## src/design/gks_pkg.sv

```systemverilog
// ---------------------------------------------------------------------------
// gks_pkg
// Shared types, codes and helpers for the grid Kruskal set merger.
// ---------------------------------------------------------------------------
package gks_pkg;

    localparam int DEF_MAX_ROWS = 32;
    localparam int DEF_MAX_COLS = 32;

    // Width of a clamped grid dimension (values up to 63).
    localparam int DIM_W = 9;
    localparam int CFG_W = 6;
    localparam int SETS_W = 11;

    localparam logic [CFG_W-1:0] CFG_DIM_RESET = 6'd32;

    localparam logic [1:0] STATUS_CARVED  = 2'd0;
    localparam logic [1:0] STATUS_KEPT    = 2'd1;
    localparam logic [1:0] STATUS_OUTSIDE = 2'd2;
    localparam logic [1:0] STATUS_START   = 2'd3;

    localparam logic OP_START = 1'b0;
    localparam logic OP_EDGE  = 1'b1;

    localparam logic DIR_SOUTH = 1'b0;
    localparam logic DIR_EAST  = 1'b1;

    typedef enum logic [2:0] {
        ST_INIT,
        ST_IDLE,
        ST_RD_THERE,
        ST_CMP,
        ST_SCAN
    } t_state;

    // Zero reads as one, anything above the limit reads as the limit.
    function automatic logic [DIM_W-1:0] clamp_dim(input logic [CFG_W-1:0] v, input int hi);
        logic [DIM_W-1:0] res;
        if (v == '0) begin
            res = DIM_W'(1);
        end else if (int'(v) > hi) begin
            res = DIM_W'(hi);
        end else begin
            res = DIM_W'(v);
        end
        return res;
    endfunction

endpackage

```

## src/design/gks_apb_regs.sv

```systemverilog
// ---------------------------------------------------------------------------
// gks_apb_regs
// APB register file holding the grid size in use.
// ---------------------------------------------------------------------------
module gks_apb_regs (
    input  logic                      i_clk,
    input  logic                      i_rst_n,
    input  logic                      psel,
    input  logic                      penable,
    input  logic                      pwrite,
    input  logic [2:0]                paddr,
    input  logic [31:0]               pwdata,
    output logic [31:0]               prdata,
    output logic                      pready,
    output logic [gks_pkg::CFG_W-1:0] o_rows_in_use,
    output logic [gks_pkg::CFG_W-1:0] o_cols_in_use
);
    import gks_pkg::*;

    localparam logic REG_ROWS = 1'b0;
    localparam logic REG_COLS = 1'b1;

    logic [CFG_W-1:0] r_rows;
    logic [CFG_W-1:0] r_cols;
    logic             w_wr;

    assign pready = 1'b1;
    assign w_wr   = psel && penable && pwrite && pready;

    always_ff @(posedge i_clk) begin
        if (!i_rst_n) begin
            r_rows <= CFG_DIM_RESET;
            r_cols <= CFG_DIM_RESET;
        end else if (w_wr) begin
            if (paddr[2] == REG_ROWS) begin
                r_rows <= pwdata[CFG_W-1:0];
            end else begin
                r_cols <= pwdata[CFG_W-1:0];
            end
        end
    end

    always_comb begin
        unique case (paddr[2])
            REG_ROWS: prdata = 32'(r_rows);
            REG_COLS: prdata = 32'(r_cols);
            default:  prdata = '0;
        endcase
    end

    assign o_rows_in_use = r_rows;
    assign o_cols_in_use = r_cols;

endmodule

```

## config.mk

```make
export PLATFORM = sky130hd
export DESIGN_NAME = gks_apb_regs
export DESIGN_NICKNAME = d
export VERILOG_FILES = /design/src/design/gks_pkg.sv /design/src/design/gks_apb_regs.sv
export SDC_FILE = /design/constraint.sdc
export NUM_CORES = 1
export LEC_CHECK = 0
export BUFFER_PORTS_ARGS = -buffer_cell sky130_fd_sc_hd__buf_2
export CORE_MARGIN = 1.5
export CORE_UTILIZATION = 30
export DETAILED_ROUTE_END_ITERATION = 8
export GPL_TIMING_DRIVEN = 0
export PLACE_DENSITY_LB_ADDON = 0.05
export SYNTH_ARGS = -nofsm -noshare
export SYNTH_HDL_FRONTEND = slang
export SYNTH_SLANG_ARGS = --single-unit
```

## constraint.sdc

```tcl
create_clock -name i_clk -period 1.9 [get_ports i_clk]
set_clock_uncertainty 0.2 [all_clocks]
set_input_delay 0.38 -clock i_clk [delete_from_list [all_inputs] [get_ports i_clk]]
set_output_delay 0.38 -clock i_clk [all_outputs]
set_load 0.01 [all_outputs]
```

==> results by group, run 1 <==
Outcome
  – Status: complete, no violations

Global routing
  – Initial antenna violation count: 0
  – Most Crowded Layer GR: met2
  – Global-route wire length before repair: 2120 µm
  – GRT Residual Overflow: 0
  – GR Util met3: 1.67%
  – Grt met1 use: a little over an eighth
  – GR Util met2: between 10% and 20%
  – All-layer global routing usage: between 10% and 20%
  – Largest net degree at the start of global routing: 11
  – Number of global-route vias before repair: 449

Clocking
  – Post-CTS Hold Buffers: 0
  – Htree depth: 1
  – Maximum root-to-sink buffer count: 2
  – CTS tree: yes
  – # Post-CTS Setup Buffers: 0
  – Clock latency on the worst-skew pair: 0.27 ns
  – # resized after CTS: 0
  – Clk slew on worst S/H paths: roughly 0.080 ns
  – CTS Root Cell: clkbuf_4
  – Total CTS buffers: 3
  – Clk sink count: 12

Worst setup path
  – Crit. End Element: primary output
  – CP Cell Sequence: mux2_2, buf_2
  – Slowest stage cell, crit path: dfxtp_1
  – CP arrival: 1.00 ns
  – Kind of critical path: reg2out
  – Crit-path max cell delay: between 0.3 and 0.4 ns
  – Critical Path RT: 1.32 ns
  – Crit start category: flop
  – CP Max Fanout: 3

Power
  – P_leak: between 0.6 and 0.7 nW
  – Logic pwr share: around 22%
  – Overall Power: 0.591 mW
  – Sw power: ~0.15 mW
  – Switching portion of total power: approximately a quarter
  – PwrDens: approximately 550 mW/mm²
  – Share of total power in sequential cells: between 40% and 50%
  – VDD IR-drop max: around 0.00043 V
  – Internal power consumption: ~0.44 mW
  – Clock power share: between 30% and 40%

Die
  – Die Ht: between 50 and 60 µm
  – # rows: 18
  – Die width: 54.0 µm
  – Core Area: ~0.0025 mm²
  – # IOs: between 80 and 90
  – Die Area: around 0.0029 mm²
  – Initial core utilization: between 30% and 40%

Route
  – WL/cell: 8.85 µm
  – Drt pass-1 iters: 3
  – DRC Markers: 0
  – Antenna Nets Post-Route: 0
  – Total wire length: between 1000 and 1500 µm
  – Iteration-0 DRC Markers: 3
  – Vias per cell: roughly 3.7
  – Via count: 619

Synth
  – Syn Area/Cell: between 9 and 10 µm²
  – Cells after Synth: 82
  – Unique cell type count in the Yosys netlist: 11
  – Sequential area share after synthesis: 30.8%
  – Share of the synthesized area in the top cell type: between 30% and 40%
  – Synth area leader: dfxtp_1
  – Largest cells by area after synthesis: dfxtp_1, buf_4, mux2i_1, mux2_2, nand2_1
  – Cell area after synthesis: roughly 800 µm²
  – Yosys Warn Count: 0
  – #FFs+latches synth: 12

Min path
  – Worst Hold Class: in2reg

Timing
  – Setup violations, final: 0
  – Tcrit/Tclk final: around 83%
  – Max Transition Viols Final: 0
  – RSZ-0062 raised after global routing: false
  – Fin crit period: roughly 1.6 ns
  – Final TNS setup: 0 ns
  – Hold Fails Final Rpt: 0
  – Max Clock Freq: 635 MHz

Placement
  – Post-DP HPWL: around 1200 µm
  – Buffers on Ports: 27
  – Placer Congestion: 0.561

Layout
  – Antenna diode count: 0
  – Layout Nets: 179
  – Area growth syn-to-layout: 38.8%
  – Layout cells sized above 1: around 50%

Flow run
  – Max-cap violations: 0
-- power groups by stage --
| stage | sequential [mW] | clock [mW] | combinational (mW) |
|---|---|---|---|
| floorplan | 0.269 | 0 | 0.0968 |
| global placement | 0.266 | 0 | 0.127 |
| detailed placement | 0.267 | 0 | 0.128 |
| CTS | 0.261 | 0.210 | 0.128 |
| global route | 0.262 | 0.228 | 0.144 |
| finish | 0.261 | 0.202 | 0.128 |
-- kinds of logic after synthesis --
group	count (synthesis)	synth area share [%]
buf+inv	30	28.7
simple gates	20	15.4
mux	18	24.1
flops	12	30.8
other cells	2	0.963
-- path summary, 6_finish.rpt --
path / end / depth (start not counted) / startpoint / slack (ns)
worst min-delay path: o_cols_in_use[5] / 3 / pwdata[5] / 0.17
worst max-delay path: prdata[5] / 2 / o_cols_in_use[5] / 0.32
worst max register to register: o_cols_in_use[5] / 2 / o_cols_in_use[5] / 1.09
worst min register to register: o_rows_in_use[0] / 2 / o_rows_in_use[0] / 0.28
-- Yosys cell counts --
cell / count
dfxtp_1: 12
nor2b_1: 3
nand2_1: 15
nand4b_4: 1
buf_6: 1
mux2i_1: 12
nand4_4: 1
buf_4: 27
conb_1: 2
buf_2: 2
mux2_2: 6
-- area by class of cell --
type	instances	area, µm²
clock buffer	4	36.3
sequential	12	240
fill	259	1400
timing repair buffer	27	135
buffer	30	224
multi-input combinational	65	409
tap	30	37.5
-- flip-flops by register name, summed over array words and instances, names as in the netlist --
register,flops
o_rows_in_use,6
o_cols_in_use,6
-- critical path, delay by kind of cell (launching register included) --
family	cells	cell delay (ns)
multiplexers	1	0.26
flip-flops	1	0.33
buffers and inverters	1	0.14
-- per-stage QoR --
stage | hold slack (ns) | cell area [µm²] | worst slack, ns | cells | util, %
after floorplan | 0.291 | 873 | 0.474 | 107 | -
after global placement | 0.264 | 1050 | 0.331 | 164 | 42.2
after detailed placement | 0.266 | 1050 | 0.330 | 164 | 42.2
after CTS | 0.165 | 1080 | 0.313 | 168 | 43.7
after global routing | 0.166 | 1080 | 0.272 | 168 | 43.7
final | 0.173 | 1080 | 0.324 | 168 | 43.7
-- cell usage in the layout (no fill, tap or decap) --
| master | Yosys | final |
|---|---|---|
| buf_2 | 2 | 29 |
| buf_4 | 27 | 27 |
| nand4b_4 | 1 | 1 |
| buf_6 | 1 | 1 |
| nand4_4 | 1 | 1 |
| conb_1 | 2 | 27 |
| mux2_2 | 6 | 6 |
| clkbuf_4 | 0 | 3 |
| dfxtp_1 | 12 | 12 |
| nor2b_1 | 3 | 3 |
| clkbuf_8 | 0 | 1 |
| mux2i_1 | 12 | 12 |
| nand2_1 | 15 | 15 |
-- per-layer routing --
| metal | part of all wire, % | routed length (µm) |
|---|---|---|
| met1 | 43 | 639 |
| met2 | 48 | 710 |
| met3 | 8.6 | 128 |
| met4 | 0.54 | 8 |
| met5 | 0 | 0 |
(Power assumes the default switching activity.)
==> run 2: changes to the inputs <==
Clock period 1.9 ns to 1.4 ns, I/O delays scaled along.
==> run 2 against run 1 <==
Net effect:
- the flow now finishes with violations (setup timing)
- hold slack got worse by 0.11 ns
- sequential share of layout area decreased by 1.7 points
- cell count rose by 7.1%
- setup slack lost 0.39 ns
- sequential cell count stayed put
- total power up 40%
- first-iteration DRC count up 100%
- clock power up 37%
- non-clock buffer count increased by 12
- count of clock-buffer cells in the layout unchanged
- sequential power up 36%
- register-to-register slack got worse by 0.63 ns
- critical path type unchanged
- critical endpoint is now prdata[1]
==> results by group, run 2 (synthesis results as in run 1) <==
Layout
  – Layout cells sized above 1: 62.0% (+12 points)
  – Area growth syn-to-layout: 60.0%
  – Layout Nets: 191 (+6.7%)
  – Most common cell after layout, fill and taps aside: buf_4
  – Most frequent cells in the layout: buf_4, conb_1, buf_2
  – Final Cell Area: 0.00125 mm² (+15%)
  – Fill cell count: 249 (-3.9%)
  – Antenna diode count: 0 (unchanged)

Flow run
  – Max-cap violations: 0 (unchanged)

Global routing
  – Number of global-route vias before repair: 536 (+19%)
  – Global-route wire length before repair: 2420 µm (+14%)
  – All-layer global routing usage: 11.9% (+1.4 points)
  – GRT Residual Overflow: 0 (unchanged)
  – Initial antenna violation count: 0 (unchanged)
  – Largest net degree at the start of global routing: 11 (unchanged)

Route
  – Via count: 681 (+10%)
  – Antenna Nets Post-Route: 0 (unchanged)
  – Total wire length: 1710 µm (+15%)
  – Vias per cell: 3.78 (+2.7%)
  – Iteration-0 DRC Markers: 6 (+3)
  – WL/cell: 9.52 µm (+7.7%)
  – Drt pass-1 iters: 3 (unchanged)
  – DRC Markers: 0 (unchanged)

Die
  – Core Area: 0.00248 mm² (unchanged)
  – # IOs: 85 (unchanged)
  – Die Ht: 54.0 µm (unchanged)
  – # rows: 18 (unchanged)
  – Die width: 54.0 µm (unchanged)
  – Initial core utilization: 31.5% (unchanged)
  – Die Area: 0.00291 mm² (unchanged)

Clocking
  – Total CTS buffers: 3 (unchanged)
  – CTS Root Cell: clkbuf_4
  – CTS tree: yes
  – Htree depth: 1 (unchanged)
  – Maximum root-to-sink buffer count: 2 (unchanged)
  – Clk slew on worst S/H paths: 0.08 ns (about the same)
  – Clock latency on the worst-skew pair: 0.27 ns (about the same)
  – Clk sink count: 12 (unchanged)

Timing
  – Hold Fails Final Rpt: 0 (unchanged)
  – Max Clock Freq: roughly 680 MHz
  – RSZ-0062 raised after global routing: true
  – Setup violations, final: 6 (+6)
  – Fin crit period: around 1.5 ns
  – Tcrit/Tclk final: 105%
  – Hold Worst Slack: 0.0652 ns (-0.108 ns)
  – Max Transition Viols Final: 0 (unchanged)
  – Final worst slack: -0.0655 ns (-0.390 ns)

Worst setup path
  – CP Max Fanout: 2 (-1)
  – Crit path max-delay family: flip-flops
  – Slowest stage cell, crit path: dfxtp_2
  – Crit-path max cell delay: 0.33 ns (about the same)
  – Kind of critical path: reg2out
  – CP Cell Sequence: mux2_4, buf_6
  – Crit. End Element: primary output
  – Worst Path Buf+Inv: 1 (unchanged)
  – Critical Path RT: 0.92 ns (-0.40 ns)
  – Crit start category: flop
  – CP arrival: 0.99 ns (about the same)

Power
  – VDD IR-drop max: 0.000589 V (+39%)
  – P_leak: 0.766 nW (+13%)
  – PwrDens: 664 mW/mm² (+22%)

Outcome
  – Failing checks: setup timing
  – Status: complete, but fails checks

Placement
  – Post-DP HPWL: 1170 µm (unchanged)
  – Placed inst area: 0.00105 mm² (unchanged)
  – Buffers on Ports: 27 (unchanged)
  – Placer Congestion: 0.561 (unchanged)

Min path
  – Worst Hold Class: in2reg
run 2: metal layers:
layer / vias up / track usage (%) / routed length, µm
met1: 300 / 14.8 / 724
met5: - / 0 / 0
met3: 2 / 1.67 / 124
li1: 346 / - / -
met2: 33 / 19.1 / 857
met4: 0 / 7.50 / 8
run 2: final cells by class:
cell class                 count  area [µm²]  area share (%)
buffer                        30         224            18.0
timing repair buffer          39         263            21.1
clock buffer                   4        36.3            2.91
multi-input combinational     65         432            34.6
tap                           30        37.5            3.01
sequential                    12         255            20.5
run 2: power by group:
| group | switching (mW) | internal, mW | total (mW) |
|---|---|---|---|
| Clock | 0.119 | 0.158 | 0.277 |
| Combinational | 0.0927 | 0.105 | 0.197 |
| Sequential | 0.00399 | 0.350 | 0.354 |
run 2: final timing paths:
| path | from | to | slack, ns | cells past startpoint |
|---|---|---|---|---|
| worst max-delay path | o_rows_in_use[1] | prdata[1] | -0.07 | 2 |
| worst min-delay path | pwdata[4] | o_cols_in_use[4] | 0.07 | 3 |
| worst max register to register | o_cols_in_use[5] | o_cols_in_use[5] | 0.46 | 3 |
| worst min register to register | o_rows_in_use[2] | o_rows_in_use[2] | 0.39 | 3 |
run 2: stage by stage:
step	cells	total power [mW]	setup TNS [ns]	util (%)	setup slack [ns]
2_1_floorplan	107	0.496	0	-	0.174
3_3_place_gp	164	0.534	0	42.2	0.0305
3_5_place_dp	164	0.535	0	42.2	0.0296
4_1_cts	180	0.834	-0.400	50.2	-0.0711
5_1_grt	180	0.882	-0.571	50.4	-0.0988
6_report	180	0.828	-0.355	50.4	-0.0655
run 2: tightest hold or removal path: stages:
cell and delay, ns:
buf_2 0.09, nand2_1 0.07, mux2i_1 0.06
run 2: timing repair:
action,in CTS,in global routing
hold endpoints to repair,0,0
buffers inserted,12,0
hold buffers,0,0
gates resized for setup,23,1
setup endpoints to repair,6,6
