===== src/design/gks_pkg.sv =====
// ---------------------------------------------------------------------------
// gks_pkg
// Shared types, codes and helpers for the grid Kruskal set merger.
// ---------------------------------------------------------------------------
package gks_pkg;

    localparam int DEF_MAX_ROWS = 32;
    localparam int DEF_MAX_COLS = 32;

    // Width of a clamped grid dimension (values up to 63).
    localparam int DIM_W = 9;
    localparam int CFG_W = 6;
    localparam int SETS_W = 11;

    localparam logic [CFG_W-1:0] CFG_DIM_RESET = 6'd32;

    localparam logic [1:0] STATUS_CARVED  = 2'd0;
    localparam logic [1:0] STATUS_KEPT    = 2'd1;
    localparam logic [1:0] STATUS_OUTSIDE = 2'd2;
    localparam logic [1:0] STATUS_START   = 2'd3;

    localparam logic OP_START = 1'b0;
    localparam logic OP_EDGE  = 1'b1;

    localparam logic DIR_SOUTH = 1'b0;
    localparam logic DIR_EAST  = 1'b1;

    typedef enum logic [2:0] {
        ST_INIT,
        ST_IDLE,
        ST_RD_THERE,
        ST_CMP,
        ST_SCAN
    } t_state;

    // Zero reads as one, anything above the limit reads as the limit.
    function automatic logic [DIM_W-1:0] clamp_dim(input logic [CFG_W-1:0] v, input int hi);
        logic [DIM_W-1:0] res;
        if (v == '0) begin
            res = DIM_W'(1);
        end else if (int'(v) > hi) begin
            res = DIM_W'(hi);
        end else begin
            res = DIM_W'(v);
        end
        return res;
    endfunction

endpackage


===== src/design/gks_ctrl.sv =====
// ---------------------------------------------------------------------------
// gks_ctrl
// Sequencer: label store init sweep, edge lookup and relabel scan.
// ---------------------------------------------------------------------------
module gks_ctrl #(
    parameter int MAX_ROWS = 32,
    parameter int MAX_COLS = 32,
    localparam int CELLS = MAX_ROWS * MAX_COLS,
    localparam int LW = $clog2(CELLS),
    localparam int SW = $clog2(CELLS + 1)
) (
    input  logic                       i_clk,
    input  logic                       i_rst_n,
    input  logic                       start,
    output logic                       busy,
    input  logic                       i_op,
    input  logic [4:0]                 i_cell_row,
    input  logic [4:0]                 i_cell_col,
    input  logic                       i_direction,
    input  logic [gks_pkg::CFG_W-1:0]  i_rows_in_use,
    input  logic [gks_pkg::CFG_W-1:0]  i_cols_in_use,
    output logic                       o_rd_en,
    output logic [LW-1:0]              o_rd_addr,
    input  logic [LW-1:0]              i_rd_data,
    output logic                       o_wr_en,
    output logic [LW-1:0]              o_wr_addr,
    output logic [LW-1:0]              o_wr_data,
    output logic                       o_valid,
    output logic [1:0]                 o_status,
    output logic [4:0]                 o_echo_row,
    output logic [4:0]                 o_echo_col,
    output logic                       o_echo_direction,
    output logic [gks_pkg::SETS_W-1:0] o_sets_left
);
    import gks_pkg::*;

    localparam int RST_ROWS = (MAX_ROWS < 32) ? MAX_ROWS : 32;
    localparam int RST_COLS = (MAX_COLS < 32) ? MAX_COLS : 32;
    localparam int SWX = (SW > SETS_W) ? SW : SETS_W;
    localparam logic [LW-1:0] LAST_IDX = LW'(CELLS - 1);

    t_state r_state, n_state;
    logic [LW-1:0] r_idx, n_idx;
    logic          r_valid, n_valid;
    logic          r_start_pending, n_start_pending;
    logic [SW-1:0] r_set_count, n_set_count;

    logic [LW-1:0] r_there, n_there;
    logic [LW-1:0] r_winner, n_winner;
    logic [LW-1:0] r_loser, n_loser;
    logic [1:0]    r_status, n_status;
    logic [4:0]    r_row, n_row;
    logic [4:0]    r_col, n_col;
    logic          r_dir, n_dir;

    logic [DIM_W-1:0] w_nrows, w_ncols;
    logic [DIM_W-1:0] w_r, w_c;
    logic             w_accept, w_outside, w_last;
    logic [LW-1:0]    w_here, w_there;
    logic [SWX-1:0]   w_sets_ext;

    assign busy     = (r_state != ST_IDLE);
    assign w_accept = start && !busy;
    assign w_last   = (r_idx == LAST_IDX);

    assign w_nrows = clamp_dim(i_rows_in_use, MAX_ROWS);
    assign w_ncols = clamp_dim(i_cols_in_use, MAX_COLS);
    assign w_r     = DIM_W'(i_cell_row);
    assign w_c     = DIM_W'(i_cell_col);

    assign w_outside = (w_r >= w_nrows) || (w_c >= w_ncols)
                    || ((i_direction == DIR_SOUTH) && (w_r + DIM_W'(1) >= w_nrows))
                    || ((i_direction == DIR_EAST)  && (w_c + DIM_W'(1) >= w_ncols));

    assign w_here  = LW'(32'(i_cell_row) * MAX_COLS + 32'(i_cell_col));
    assign w_there = (i_direction == DIR_SOUTH) ? w_here + LW'(MAX_COLS) : w_here + LW'(1);

    // Next state
    always_comb begin
        n_state = r_state;
        unique case (r_state)
            ST_INIT: begin
                if (w_last) begin
                    n_state = ST_IDLE;
                end
            end
            ST_IDLE: begin
                if (w_accept) begin
                    priority if (i_op == OP_START) begin
                        n_state = ST_INIT;
                    end else if (w_outside) begin
                        n_state = ST_IDLE;
                    end else begin
                        n_state = ST_RD_THERE;
                    end
                end
            end
            ST_RD_THERE: n_state = ST_CMP;
            ST_CMP: begin
                n_state = (i_rd_data == r_winner) ? ST_IDLE : ST_SCAN;
            end
            ST_SCAN: begin
                if (w_last) begin
                    n_state = ST_IDLE;
                end
            end
            default: n_state = ST_INIT;
        endcase
    end

    // Datapath and memory controls
    always_comb begin
        n_idx           = r_idx;
        n_valid         = 1'b0;
        n_start_pending = r_start_pending;
        n_set_count     = r_set_count;
        n_there         = r_there;
        n_winner        = r_winner;
        n_loser         = r_loser;
        n_status        = r_status;
        n_row           = r_row;
        n_col           = r_col;
        n_dir           = r_dir;
        o_rd_en         = 1'b0;
        o_rd_addr       = r_there;
        o_wr_en         = 1'b0;
        o_wr_addr       = r_idx;
        o_wr_data       = r_idx;
        unique case (r_state)
            ST_INIT: begin
                o_wr_en = 1'b1;
                if (w_last) begin
                    n_valid         = r_start_pending;
                    n_start_pending = 1'b0;
                end else begin
                    n_idx = r_idx + LW'(1);
                end
            end
            ST_IDLE: begin
                if (w_accept) begin
                    if (i_op == OP_START) begin
                        n_row           = '0;
                        n_col           = '0;
                        n_dir           = 1'b0;
                        n_status        = STATUS_START;
                        n_set_count     = SW'(w_nrows) * SW'(w_ncols);
                        n_start_pending = 1'b1;
                        n_idx           = '0;
                    end else begin
                        n_row = i_cell_row;
                        n_col = i_cell_col;
                        n_dir = i_direction;
                        if (w_outside) begin
                            n_status = STATUS_OUTSIDE;
                            n_valid  = 1'b1;
                        end else begin
                            o_rd_en   = 1'b1;
                            o_rd_addr = w_here;
                            n_there   = w_there;
                        end
                    end
                end
            end
            ST_RD_THERE: begin
                n_winner  = i_rd_data;
                o_rd_en   = 1'b1;
                o_rd_addr = r_there;
            end
            ST_CMP: begin
                n_loser = i_rd_data;
                if (i_rd_data == r_winner) begin
                    n_status = STATUS_KEPT;
                    n_valid  = 1'b1;
                end else begin
                    o_rd_en   = 1'b1;
                    o_rd_addr = '0;
                    n_idx     = '0;
                end
            end
            ST_SCAN: begin
                // read of the next entry overlaps the write-back of this one
                o_wr_en   = (i_rd_data == r_loser);
                o_wr_data = r_winner;
                if (w_last) begin
                    if (r_set_count != '0) begin
                        n_set_count = r_set_count - SW'(1);
                    end
                    n_status = STATUS_CARVED;
                    n_valid  = 1'b1;
                end else begin
                    n_idx     = r_idx + LW'(1);
                    o_rd_en   = 1'b1;
                    o_rd_addr = r_idx + LW'(1);
                end
            end
            default: begin
                n_idx = '0;
            end
        endcase
    end

    always_ff @(posedge i_clk) begin
        if (!i_rst_n) begin
            r_state         <= ST_INIT;
            r_idx           <= '0;
            r_valid         <= 1'b0;
            r_start_pending <= 1'b0;
            r_set_count     <= SW'(RST_ROWS * RST_COLS);
        end else begin
            r_state         <= n_state;
            r_idx           <= n_idx;
            r_valid         <= n_valid;
            r_start_pending <= n_start_pending;
            r_set_count     <= n_set_count;
        end
    end

    always_ff @(posedge i_clk) begin
        r_there  <= n_there;
        r_winner <= n_winner;
        r_loser  <= n_loser;
        r_status <= n_status;
        r_row    <= n_row;
        r_col    <= n_col;
        r_dir    <= n_dir;
    end

    assign w_sets_ext       = SWX'(r_set_count);
    assign o_valid          = r_valid;
    assign o_status         = r_status;
    assign o_echo_row       = r_row;
    assign o_echo_col       = r_col;
    assign o_echo_direction = r_dir;
    assign o_sets_left      = w_sets_ext[SETS_W-1:0];

endmodule


===== config.mk =====
export PLATFORM = sky130hd
export DESIGN_NAME = gks_ctrl
export DESIGN_NICKNAME = d
export VERILOG_FILES = /design/src/design/gks_pkg.sv /design/src/design/gks_ctrl.sv
export SDC_FILE = /design/constraint.sdc
export NUM_CORES = 1
export LEC_CHECK = 0
export ABC_CLOCK_PERIOD_IN_PS = 4300
export BUFFER_PORTS_ARGS = -buffer_cell sky130_fd_sc_hd__buf_2
export CELL_PAD_IN_SITES_DETAIL_PLACEMENT = 2
export CELL_PAD_IN_SITES_GLOBAL_PLACEMENT = 2
export CORE_MARGIN = 2
export CORE_UTILIZATION = 31
export CTS_CLUSTER_SIZE = 16
export DETAILED_ROUTE_END_ITERATION = 10
export GPL_TIMING_DRIVEN = 0
export HOLD_SLACK_MARGIN = 0.15
export PLACE_DENSITY = 0.74
export RECOVER_POWER = 50
export SYNTH_ARGS = -nofsm -noshare
export SYNTH_HDL_FRONTEND = slang
export SYNTH_SLANG_ARGS = --single-unit

===== constraint.sdc =====
create_clock -name i_clk -period 4.3 [get_ports i_clk]
set_input_delay 0.215 -clock i_clk [delete_from_list [all_inputs] [get_ports i_clk]]
set_output_delay 0.215 -clock i_clk [all_outputs]
set_load 0.02 [all_outputs]

==> flow_summary.ini, run 1 <==
[worst_setup_path]
arrival_ns = 4.26
cp_max_fo = 4
endpoint = o_sets_left[10]
crit_required_ns = 4.50
cpMostUsedCell = fa_1
slowest_stage = fa_1
cp_num_buf_inv = 4
cp-startpoint = i_cols_in_use[1]
crit_cells = 20
path_delay_family = adder cells
critPathLaunchType = input port
ff2ff_path_depth = 10
path_class = input port to flip-flop
timing.reg2reg.setup_slack_ns = 1.62
end_kind = flip-flop
reg2reg_from = o_wr_addr[0]
path_cells = buf_2 > nor4_1 > nor2_1 > nor2_4 > nand2_1 > fa_1 > inv_1 > fa_1 > ha_1 > inv_1 > fa_1 > inv_1 > fa_1 > a21oi_1 > nor2_1 > nor2_2 > o21ai_0 > xnor2_1 > o21ai_0 > nand2_1
max_stage_delay_ns = 0.54
reg2reg_to = o_sets_left[6]

[synthesis]
synth_largest_area_cell = edfxtp_1
syn_area_mm2 = 0.00559
synth_cell_types = 65
synth_edf_count = 43
synthTopCellsByCount = nand2_1, nor2_1, inv_1, ha_1, edfxtp_1
synth.area.mux_share_pct = 0.939
synth_top_area_share_pct = 23.1
synth_compound_area_share_pct = 13.8
synth_top_family_by_area = simple AND/OR/NAND/NOR gates
synthCells = 660
ys.flop_type = edfxtp_1
yosys.area_share.simple_pct = 22.2
synth.net_count = 763
synth_most_common_cell = nand2_1
synth_xor_area_share_pct = 7.98
asyncSetResetFlopFracSynth_pct = 0
syn_area_per_cell_um2 = 8.48
synthAdderAreaFrac_pct = 17.0
synth.area.top_cells = edfxtp_1, ha_1, dfxtp_1
ys_seq_area_share_pct = 32.4
yosys_warnings = 0
ys_seq_elements = 69

[routing]
vias = 5245
wire_per_inst_um = 19.5
vias_per_cell = 5.20
drc_errors = 0
drtIter0Drc = 162
drtAntennaViolNets = 0
wl_mm = 19.7
firstDrtPassIters = 4

[floorplan]
core_mm2 = 0.0178
dieWidth_um = 138
die_h_um = 138
num_rows = 49
io_pins = 95
die-area_mm2 = 0.0191
start_util_pct = 31.4

[min_path]
min_path_type = input port to flip-flop

[finish]
area_growth_syn_to_layout_pct = 20.2
drive_above_1_share_pct = 10.9
finalNetCount = 878
diodes = 0

[placed_design]
portBuffers = 92
place.gp.congestion = 0.827
dp_hpwl_mm = 15.2

[job]
maxCapViolations = 0

[sta]
worst_slew_pin_slew_ns = 1.08
tns_ns = 0
post-route-period-util_pct = 94.4
setup_viol = 0
slew_violations = 0
fin_worst_skew_ns = 0.0115
fin_crit_ns = 4.06
hold_viol_final = 0
relSlewSlack_pct = 27.9
clock.fmax_mhz = 246
rsz0062_at_grt = yes

[clock_tree]
cts.htree.levels = 3
clkSlewWorstSetupHoldPaths_ns = 0.06
tritoncts = done
clock-sinks = 69
clk_path_buf_depth = 2
cts_buffers = 9
clockRootBuffer = clkbuf_16
clk_latency_ns = 0.36

[power_and_ir_drop]
peakVddDrop_mv = 0.186
power.density_mw_per_mm2 = 265
power_mw = 1.78
p_leak_nw = 2.88

[global_routing]
grt.overflow.total = 0
grt_pass1_wl_mm = 31.6
grt_max_degree = 15
antenna_found_initial = 0
grt_pass1_vias = 5742
grt_use_total_pct = 20.6

[status]
outcome = finished clean
[layout by cell type, fill, tap and decap left out, types with 9 or more instances in the layout]
cell type	instances
dfxtp_1	26
fa_1	17
nand3_1	16
and2_0	9
edfxtp_1	43
nor2b_1	10
nand2_1	98
nor2_1	61
nand2b_1	9
a31oi_1	9
clkbuf_1	65
ha_1	49
nor3_1	16
xnor2_1	21
inv_1	51
dlygate4sd3_1	10
xor2_1	30
buf_2	50
o21ai_0	34
a21oi_1	37
nor4_1	9
clkbuf_16	9
[flip-flops by register name, summed over array words and instances (netlist names)]
signal            flops
o_valid               1
r_loser              10
r_winner             10
r_there              10
o_status              2
o_echo_row            5
o_echo_col            5
r_state               3
r_start_pending       1
o_sets_left          11
o_echo_direction      1
o_wr_addr            10
[worst min path at each step]
stage	startpoint	to	slack (ns)	depth (start not counted)
after global placement	r_start_pending	r_start_pending	0.47	2
after CTS	i_rst_n	o_sets_left[9]	0.16	3
final	i_rst_n	o_sets_left[9]	0.17	3
after floorplan	i_rd_data[0]	r_loser[0]	0.31	0
after detailed placement	i_rd_data[7]	r_winner[7]	0.47	1
after global routing	i_rst_n	o_sets_left[9]	0.19	3
[power by group]
group | internal (mW) | switching [mW]
combinational | 0.108 | 0.174
clock | 0.458 | 0.334
sequential | 0.705 | 0.00531
total | 1.27 | 0.513
[tightest hold or removal path: stages]
cell and delay [ns]:
buf_2 0.12, nand2b_1 0.07, o21ai_1 0.06
[routing by layer]
| layer | GRT usage, % | up-vias | share of wire, % |
|---|---|---|---|
| met2 | 36.8 | 82 | 51 |
| met3 | 1.80 | 23 | 2.1 |
| met1 | 26.3 | 2633 | 45 |
| li1 | - | 2507 | - |
| met5 | 0 | - | 0 |
| met4 | 6.98 | 0 | 1.9 |
[logic make-up after synthesis]
kind of cell / count (synthesis)
flip-flops: 69
AO/OA/AOI/OAI: 125
AND/OR/NAND/NOR: 264
multiplexers: 5
XOR/XNOR: 51
buffers and inverters: 80
adder cells (fa/ha/maj): 66
[stage by stage]
step / util (%) / instances / hold WS [ns] / setup slack (ns) / instance area (µm²)
finish: 37.7 / 1009 / 0.170 / 0.242 / 6720
global route: 37.7 / 1009 / 0.194 / -0.0514 / 6720
CTS: 37.9 / 1007 / 0.162 / 0.102 / 6760
detailed placement: 35.5 / 981 / 0.466 / -0.528 / 6340
global placement: 35.5 / 981 / 0.469 / -0.350 / 6340
floorplan: - / 660 / 0.314 / 0.224 / 5590
[final cells by class]
type	count	area, µm²
buffer	27	118
multi-input combinational	511	3480
fill	2067	11100
clock buffer	9	225
tap	229	287
clock inverter	7	82.6
timing repair buffer	104	517
inverter	53	199
sequential	69	1810
[timing repair]
| item | CTS | global route |
|---|---|---|
| resized for setup | 6 | 1 |
| hold buffers | 10 | 0 |
| buffers inserted | 0 | 2 |
| pin swaps | 0 | 1 |
| endpoints found under the setup margin | 5 | 3 |
| hold endpoints to repair | 20 | 0 |
(Power assumes the default switching activity.)
==> inputs of run 2 (changes only) <==
--- a/config.mk
+++ b/config.mk
@@ -6,16 +6,16 @@
 export NUM_CORES = 1
 export LEC_CHECK = 0
 export ABC_CLOCK_PERIOD_IN_PS = 4300
-export BUFFER_PORTS_ARGS = -buffer_cell sky130_fd_sc_hd__buf_2
 export CELL_PAD_IN_SITES_DETAIL_PLACEMENT = 2
 export CELL_PAD_IN_SITES_GLOBAL_PLACEMENT = 2
 export CORE_MARGIN = 2
-export CORE_UTILIZATION = 31
+export CORE_UTILIZATION = 35
 export CTS_CLUSTER_SIZE = 16
 export DETAILED_ROUTE_END_ITERATION = 10
+export DONT_BUFFER_PORTS = 1
 export GPL_TIMING_DRIVEN = 0
 export HOLD_SLACK_MARGIN = 0.15
-export PLACE_DENSITY = 0.74
+export PLACE_DENSITY = 0.73
 export RECOVER_POWER = 50
 export SYNTH_ARGS = -nofsm -noshare
 export SYNTH_HDL_FRONTEND = slang
==> run 2 against run 1 <==
Net effect: routed wire length up 1.0%; via count down 5.7%; hold slack worse by 0.00093 ns; sequential share of layout area up 1.5 points; first-iteration DRC count up 56%; global-route usage up 3.6 points; clock skew down 0.0035 ns; combinational power down 8.9%; critical path depth down 1; largest power group unchanged; highest routed layer unchanged.
==> flow_summary.ini, run 2 (synthesis results as in run 1) <==
[status]
outcome = finished clean

[power_and_ir_drop]
power.density_mw_per_mm2 = 266
p_leak_nw = 2.66
peakVddDrop_mv = 0.196

[finish]
area_growth_syn_to_layout_pct = 13.9
largest_reg_flops = 11
final_cell_mix = nand2_1, nor2_1, inv_1, ha_1, edfxtp_1
drive_above_1_share_pct = 5.90
regArea_mm2 = 0.00181
fillerInstances = 1810
fin_util_pct = 40.4
diodes = 0
final_cells = 911
multi_input_area_mm2 = 0.00350
finalNetCount = 793
final_common_cell = nand2_1

[sta]
setup_viol = 0
holdWs_ns = 0.169
setup_ws_ns = 0.250
fin_crit_ns = 4.05
post-route-period-util_pct = 94.2
slew_violations = 0
fin_worst_skew_ns = 0.00797
worst_slew_pin_slew_ns = 1.15
tns_ns = 0
relSlewSlack_pct = 23.2
clock.fmax_mhz = 247
hold_viol_final = 0

[routing]
vias_per_cell = 5.43
firstDrtPassIters = 4
drtAntennaViolNets = 0
drc_errors = 0
drtIter0Drc = 252
wl_mm = 19.9
wire_per_inst_um = 21.8
vias = 4948

[clock_tree]
clk_path_buf_depth = 2
clockRootBuffer = clkbuf_16
clkSlewWorstSetupHoldPaths_ns = 0.06
clock-sinks = 69
tritoncts = done
cts_buffers = 9
cts.htree.levels = 3
clk_latency_ns = 0.35

[worst_setup_path]
cp_max_fo = 10
arrival_ns = 4.29
crit_required_ns = 4.54
cp-startpoint = i_cols_in_use[5]
critPathLaunchType = input port
reg2reg_from = o_wr_addr[0]
path_class = input port to flip-flop
end_kind = flip-flop

[min_path]
min_path_type = input port to flip-flop
hp-start = i_cell_row[1]

[placed_design]
pre_cts_slack_ns = -0.525
dp_hpwl_mm = 15.2
portBuffers = 0
post-place-cells = 876
place.gp.congestion = 0.808

[floorplan]
start_util_pct = 35.5
io_pins = 95
die_h_um = 130
core_mm2 = 0.0158
die-area_mm2 = 0.0170
dieWidth_um = 130
num_rows = 46

[job]
maxCapViolations = 0

[global_routing]
antenna_found_initial = 0
grt_max_degree = 15
grt_pass1_wl_mm = 31.2
grt.overflow.total = 0
grt_pass1_vias = 5549
grt_use_total_pct = 24.2
## run 2: cell count changes in the layout (fill, tap and decap cells not counted), moves of 2 or more
cell,previous run,this run
dlygate4sd3_1,10,18
nand2_4,0,2
buf_2,50,5
clkbuf_1,65,18
## run 2: power by group
group	leakage, nW	internal, mW	switching [mW]
Clock	0.137	0.397	0.326
Combinational	1.94	0.103	0.154
Sequential	0.583	0.705	0.00854
## run 2: path summary, 6_finish.rpt
kind | endpoint | slack [ns] | cells past startpoint
min reg2reg | r_start_pending | 0.49 | 2
max | o_sets_left[8] | 0.25 | 19
min | r_there[6] | 0.17 | 2
max reg2reg | o_status[0] | 1.45 | 7
## run 2: stage by stage
stage | power, mW | instance area [µm²]
CTS | 1.71 | 6330
finish | 1.69 | 6370
global placement | 0.948 | 5860
detailed placement | 0.964 | 5860
global route | 1.77 | 6370
floorplan | 0.895 | 5590
## run 2: worst max-delay path, cell delays in order
cell      delay, ns
clkbuf_2       0.24
inv_1          0.11
clkbuf_2       0.27
nand2_4        0.20
nor2_1         0.09
fa_1           0.43
fa_1           0.50
ha_1           0.29
inv_1          0.06
fa_1           0.54
inv_1          0.05
ha_1           0.33
a21oi_1        0.16
nor2_1         0.05
nor2_1         0.17
xor2_1         0.24
o21ai_0        0.14
nand3b_1       0.14
nand2_1        0.06
## run 2: final cells by class
type | instances | share of cell area [%]
multi-input combinational | 511 | 55.0
sequential | 69 | 28.4
tap | 216 | 4.24
clock buffer | 9 | 3.54
inverter | 53 | 3.12
timing repair buffer | 19 | 2.95
buffer | 27 | 1.85
clock inverter | 7 | 0.884
## run 2: repair_timing
| item | in CTS | in global routing |
|---|---|---|
| hold buffers | 18 | 0 |
| gates resized for setup | 4 | 8 |
| setup buffers | 0 | 1 |
| endpoints found under the hold margin | 34 | 0 |
| pin swaps | 0 | 1 |
| endpoints found under the setup margin | 5 | 7 |
## run 2: routing by layer
| metal | track usage, % | share of wire (%) |
|---|---|---|
| met1 | 29.5 | 43 |
| met5 | 0 | 0 |
| met4 | 5.32 | 1.1 |
| met2 | 44.1 | 51 |
| met3 | 5.09 | 4.9 |
